--- config.mk ---
export PLATFORM = sky130hd
export DESIGN_NAME = cfz_noise
export DESIGN_NICKNAME = d
export VERILOG_FILES = /design/src/rtl/core/cfz_pkg.sv /design/src/rtl/core/cfz_noise.sv
export SDC_FILE = /design/constraint.sdc
export NUM_CORES = 2
export LEC_CHECK = 0
export BUFFER_PORTS_ARGS = -buffer_cell sky130_fd_sc_hd__buf_2
export CAP_MARGIN = 30
export CELL_PAD_IN_SITES_DETAIL_PLACEMENT = 1
export CELL_PAD_IN_SITES_GLOBAL_PLACEMENT = 2
export CORE_UTILIZATION = 40
export DETAILED_ROUTE_END_ITERATION = 6
export GPL_ROUTABILITY_DRIVEN = 0
export PLACE_DENSITY = 0.81
export RECOVER_POWER = 25
export SYNTH_ARGS = -nofsm -noshare
export SYNTH_HDL_FRONTEND = slang
export SYNTH_SLANG_ARGS = --single-unit
--- constraint.sdc ---
create_clock -name clk_i -period 17.5 [get_ports clk_i]
set_input_delay 0.875 -clock clk_i [delete_from_list [all_inputs] [get_ports clk_i]]
set_output_delay 0.875 -clock clk_i [all_outputs]
set_load 0.02 [all_outputs]
--- src/rtl/core/cfz_pkg.sv ---
// cfz_pkg: shared types and constants of the candle flicker zone engine.
// Used by cfz_noise and candle_flicker_zone_engine; no dependencies.
package cfz_pkg;

  localparam int MAX_ZONES_DEF = 16;
  localparam int ZONE_LEDS_DEF = 8;
  localparam int OUT_CAP       = 8;

  localparam int CFG_IDX_W  = 3;
  localparam int CFG_DATA_W = 17;

  localparam logic [14:0] RESET_LEVEL = 15'd12800;

  localparam logic [31:0] HASH_MUL  = 32'd60493;
  localparam logic [31:0] HASH_ADD1 = 32'd19990303;
  localparam logic [31:0] HASH_ADD2 = 32'd1376312589;
  localparam logic [31:0] NOISE_HALF = 32'h4000_0000;
  localparam logic [16:0] DIP_FLOOR  = 17'd19661;
  localparam logic [28:0] RECIP_1000 = 29'd274877907;
  localparam logic [6:0]  ZONE_SEED  = 7'd100;
  localparam logic [12:0] RECIP_100  = 13'd5243;

  typedef enum logic [2:0] {
    CFG_BASE  = 3'd0,
    CFG_MIN   = 3'd1,
    CFG_MAX   = 3'd2,
    CFG_AMP   = 3'd3,
    CFG_SPEED = 3'd4,
    CFG_DIP   = 3'd5,
    CFG_REC   = 3'd6,
    CFG_COLOR = 3'd7
  } cfg_idx_e;

  typedef enum logic [3:0] {
    S_IDLE,
    S_TIME,
    S_N1GO,
    S_N1WAIT,
    S_TGT,
    S_TGT2,
    S_DIV,
    S_N2GO,
    S_N2WAIT,
    S_DIP,
    S_EASE,
    S_UPD,
    S_VAL1,
    S_VAL2,
    S_EMIT
  } state_e;

endpackage

--- src/rtl/core/cfz_noise.sv ---
// cfz_noise: multi-cycle 31-bit hash noise of two 32-bit words.
// Three 32x32 multiplies, one per phase, run for each word in turn; depends on cfz_pkg.
module cfz_noise (
  input  logic        clk_i,
  input  logic        rst_ni,
  input  logic        start_i,
  input  logic [31:0] a_i,
  input  logic [31:0] b_i,
  output logic        done_o,
  output logic [30:0] noise_o
);
  import cfz_pkg::*;

  logic        busy_q, opb_q, done_q;
  logic [1:0]  ph_q;
  logic [31:0] a_q, b_q, v_q, p_q;
  logic [30:0] sum_q;
  logic [31:0] x_sel, vx, sq, p2, h;

  assign x_sel = opb_q ? b_q : a_q;
  assign vx    = x_sel ^ (x_sel >> 13);
  assign sq    = vx * vx;
  assign p2    = p_q * HASH_MUL + HASH_ADD1;
  assign h     = v_q * p_q + HASH_ADD2;

  always_ff @(posedge clk_i or negedge rst_ni) begin
    if (!rst_ni) begin
      busy_q <= 1'b0;
      opb_q  <= 1'b0;
      done_q <= 1'b0;
      ph_q   <= 2'd0;
      a_q    <= '0;
      b_q    <= '0;
      v_q    <= '0;
      p_q    <= '0;
      sum_q  <= '0;
    end else begin
      done_q <= 1'b0;
      if (start_i) begin
        busy_q <= 1'b1;
        opb_q  <= 1'b0;
        ph_q   <= 2'd0;
        a_q    <= a_i;
        b_q    <= b_i;
        sum_q  <= '0;
      end else if (busy_q) begin
        case (ph_q)
          2'd0: begin
            v_q  <= vx;
            p_q  <= sq;
            ph_q <= 2'd1;
          end
          2'd1: begin
            p_q  <= p2;
            ph_q <= 2'd2;
          end
          default: begin
            sum_q <= sum_q + h[30:0];
            ph_q  <= 2'd0;
            if (opb_q) begin
              busy_q <= 1'b0;
              done_q <= 1'b1;
            end else begin
              opb_q <= 1'b1;
            end
          end
        endcase
      end
    end
  end

  assign done_o  = done_q;
  assign noise_o = sum_q;

endmodule
==> impl_metrics.yaml <==
outcome:
  status: "complete, but fails checks"
  violated_checks: "max-capacitance violations, max-slew violations"
synthesis:
  synth_flop_cell: "dfrtp_1"
  synth_edf_count: 0
  muxShareOfSynthArea_pct: 2.507
  arithmetic_cell_share_of_the_synthesized_area_counting_full_adders_half_adders_and_majority_gates_pct: 55.26
  post_synth_xor_area_fraction_pct: 4.104
  area_fraction_in_and_or_nand_and_nor_cells_after_synthesis_pct: 11.30
  yosysWarningCount: 0
  synth_top_area_share_pct: 42.69
  synth_top_family_by_area: "adder cells"
  yosys.area.top_type: "fa_1"
  synth.net_count: 5814
  ys_seq_area_share_pct: 9.692
  synthCells: 4435
  async_reset_ff_share_pct: 100.0
  synth_compound_gate_area_share_pct: 5.567
  syn_area_per_cell_um2: 9.431
  synth_cell_type_count: 73
  netlist_top_cells_area: "fa_1, ha_1, inv_1, dfrtp_1, nand2_1"
  synth.cell_area_um2: 41830
  synth-seq-cells: 162
worst_setup_path:
  timing.reg2reg.setup_slack_ns: 7.47
  startpoint_type: "flop"
  critPathRequiredTime_ns: 17.89
  critPathSlowestCell: "ha_1"
  timing.setup.critical_path_class: "reg2reg"
  worst_setup_path_end_kind: "flop"
  reg2reg_to: "p_q[30]$_DFFE_PN0P_"
  cp_slowest_stage_delay_ns: 0.85
  path_common_cell: "fa_1"
  reg2reg_from: "opb_q$_DFFE_PN0P_"
  depth_of_the_most_critical_reg_to_reg_path: 29
  critical_path.max_fanout: 43
  cp.arrival_ns: 10.42
clock_tree:
  cts_buffers: 17
  cts_root_buf: "clkbuf_16"
  tritoncts: "done"
  post_cts.resized_instances: 0
  clk_transition_reported_paths_ns: 0.09
  clock_latency_on_the_worst_skew_pair_ns: 0.54
  post_cts.repair.setup_buffers: 0
  clock-sinks: 162
  h-tree-depth: 4
  cts_buffer_depth: 2
  cts-hold-fix-buffers: 0
finish:
  fin_cells: 5853
  seqCellArea_um2: 4056
  post-route-util_pct: 43.13
  final.fill_count: 11970
  multiInputGateArea_um2: 32970
  layout.cells.most_common_list: "inv_1, fa_1, nand2_1"
  layout.cells.most_common: "inv_1"
  final_net_count: 5838
  final_cell_area_um2: 44710
  areaGrowthSynthToFinish_pct: 6.883
  fraction_of_layout_cells_with_a_size_suffix_above_1_pct: 7.156
sta:
  layout_worst_path_cycle_share_pct: 57.32
  worstMarginPinSlew_ns: 3.747
  tns_ns: 0
  fin_worst_skew_ns: 0.04096
  slew_headroom_pct: -149.8
  timing_max_transition_violations_final: 120
  final-hold-violation-count: 0
  rsz_0062_raised_after_global_routing: "false"
  final-setup-viol-count: 0
  timing.final.crit_period_ns: 10.03
  fmax_mhz: 99.70
place:
  numPlacedInstances: 5819
  dpl_cell_area_um2: 44040
  dpl.hpwl_mm: 100.7
  place.port_buffers: 98
hold_path:
  holdPathEnd: "p_q[8]$_DFFE_PN0P_"
  min_delay_path_depth: 2
  min-delay-start: "p_q[8]$_DFFE_PN0P_"
  type_of_the_worst_min_delay_path: "reg2reg"
detailed_routing:
  antenna_violating_nets_post_route: 0
  dr_total_vias: 29690
  detail_route.iter0.violations: 1326
  via_per_inst: 5.072
  post_drt_wl_per_cell_um: 20.92
  drc_errors: 0
  drt-total-wl_mm: 122.4
  drt_pre_antenna_iters: 6
floorplanning:
  rows: 118
  chipHeight_um: 325.4
  chipWidth_um: 325.4
  fp.dieArea_um2: 105900
  design.portCount: 99
  core_area_um2: 103600
  floorplan.initialDensity_pct: 40.36
global_route:
  initial_antenna_violation_count: 4
  globalRouteMet2Util_pct: 42.44
  grt.met1_usage_pct: 32.01
  grt_max_degree: 72
  track_usage_pct: 24.41
  grt_busiest_layer: "met2"
  grt_first_pass_wirelength_mm: 198.9
  globalRouteMet3Util_pct: 2.433
  number_of_global_route_vias_before_repair: 34680
  grt.overflow.total: 0
job:
  maxCapViolations: 3
-- state kept, by name, indices dropped and copies added, names as in the netlist --
name / count
noise_o: 31
opb_q: 1
v_q: 31
done_o: 1
a_q: 32
ph_q: 2
p_q: 31
b_q: 32
busy_q: 1
-- per-layer routing --
layer / vias up / wire [µm]
met5: - / 0
li1: 13240 / -
met1: 15700 / 53380
met3: 165 / 4704
met2: 588 / 60640
met4: 0 / 3718
-- cells by family after synthesis --
logic type	count (synthesis)
fa+ha+maj	1312
buf+inv	1288
compound gates	357
simple gates	1024
flops	162
mux	96
xor+xnor	196
-- Yosys cell counts, types with 23 or more instances --
cell type and number:
xor2_1 59, or2_2 27, a21oi_1 72, mux2i_1 28, o21ai_0 90, fa_1 892
dfrtp_1 162, ha_1 420, xnor2_1 137, a21o_1 38, o21a_1 23, nor2_1 207
mux2_2 67, inv_1 1117, and2_1 216, nand2_1 463, clkbuf_1 154
-- layout make-up --
type	count	area share [%]
inverter	1119	9.395
tap	1380	3.862
clock buffer	17	0.9516
antenna	1	0.005598
multi-input combinational	2985	73.75
timing repair buffer	174	2.441
sequential	162	9.074
clock inverter	15	0.5234
-- through the flow --
step	hold WS [ns]	setup WS, ns
2_1_floorplan	0.4502	8.662
3_3_place_gp	0.4621	7.887
3_5_place_dp	0.4739	7.598
4_1_cts	0.3093	7.570
5_1_grt	0.5115	6.948
6_report	0.4844	7.470
-- worst max-delay path by stage --
| stage | from | end | slack [ns] | cells past startpoint |
|---|---|---|---|---|
| after floorplan | opb_q$_DFFE_PN0P_ | p_q[30]$_DFFE_PN0P_ | 8.66 | 32 |
| after global placement | opb_q$_DFFE_PN0P_ | p_q[30]$_DFFE_PN0P_ | 7.89 | 29 |
| after detailed placement | opb_q$_DFFE_PN0P_ | p_q[30]$_DFFE_PN0P_ | 7.60 | 29 |
| after CTS | opb_q$_DFFE_PN0P_ | p_q[30]$_DFFE_PN0P_ | 7.57 | 29 |
| after global routing | opb_q$_DFFE_PN0P_ | p_q[30]$_DFFE_PN0P_ | 6.95 | 29 |
| final | opb_q$_DFFE_PN0P_ | p_q[30]$_DFFE_PN0P_ | 7.47 | 29 |
-- critical path: cells and delay by family, from the launching register on --
family / cells / cell delay [ns]
compound gates: 6 / 1.59
xor+xnor: 1 / 0.17
fa+ha+maj: 10 / 4.69
buf+inv: 8 / 1.80
flops: 1 / 0.45
mux: 1 / 0.62
simple gates: 3 / 0.52
Power is not shown: default switching activity piles up to over one toggle a cycle in this logic, so the estimate is an artifact.
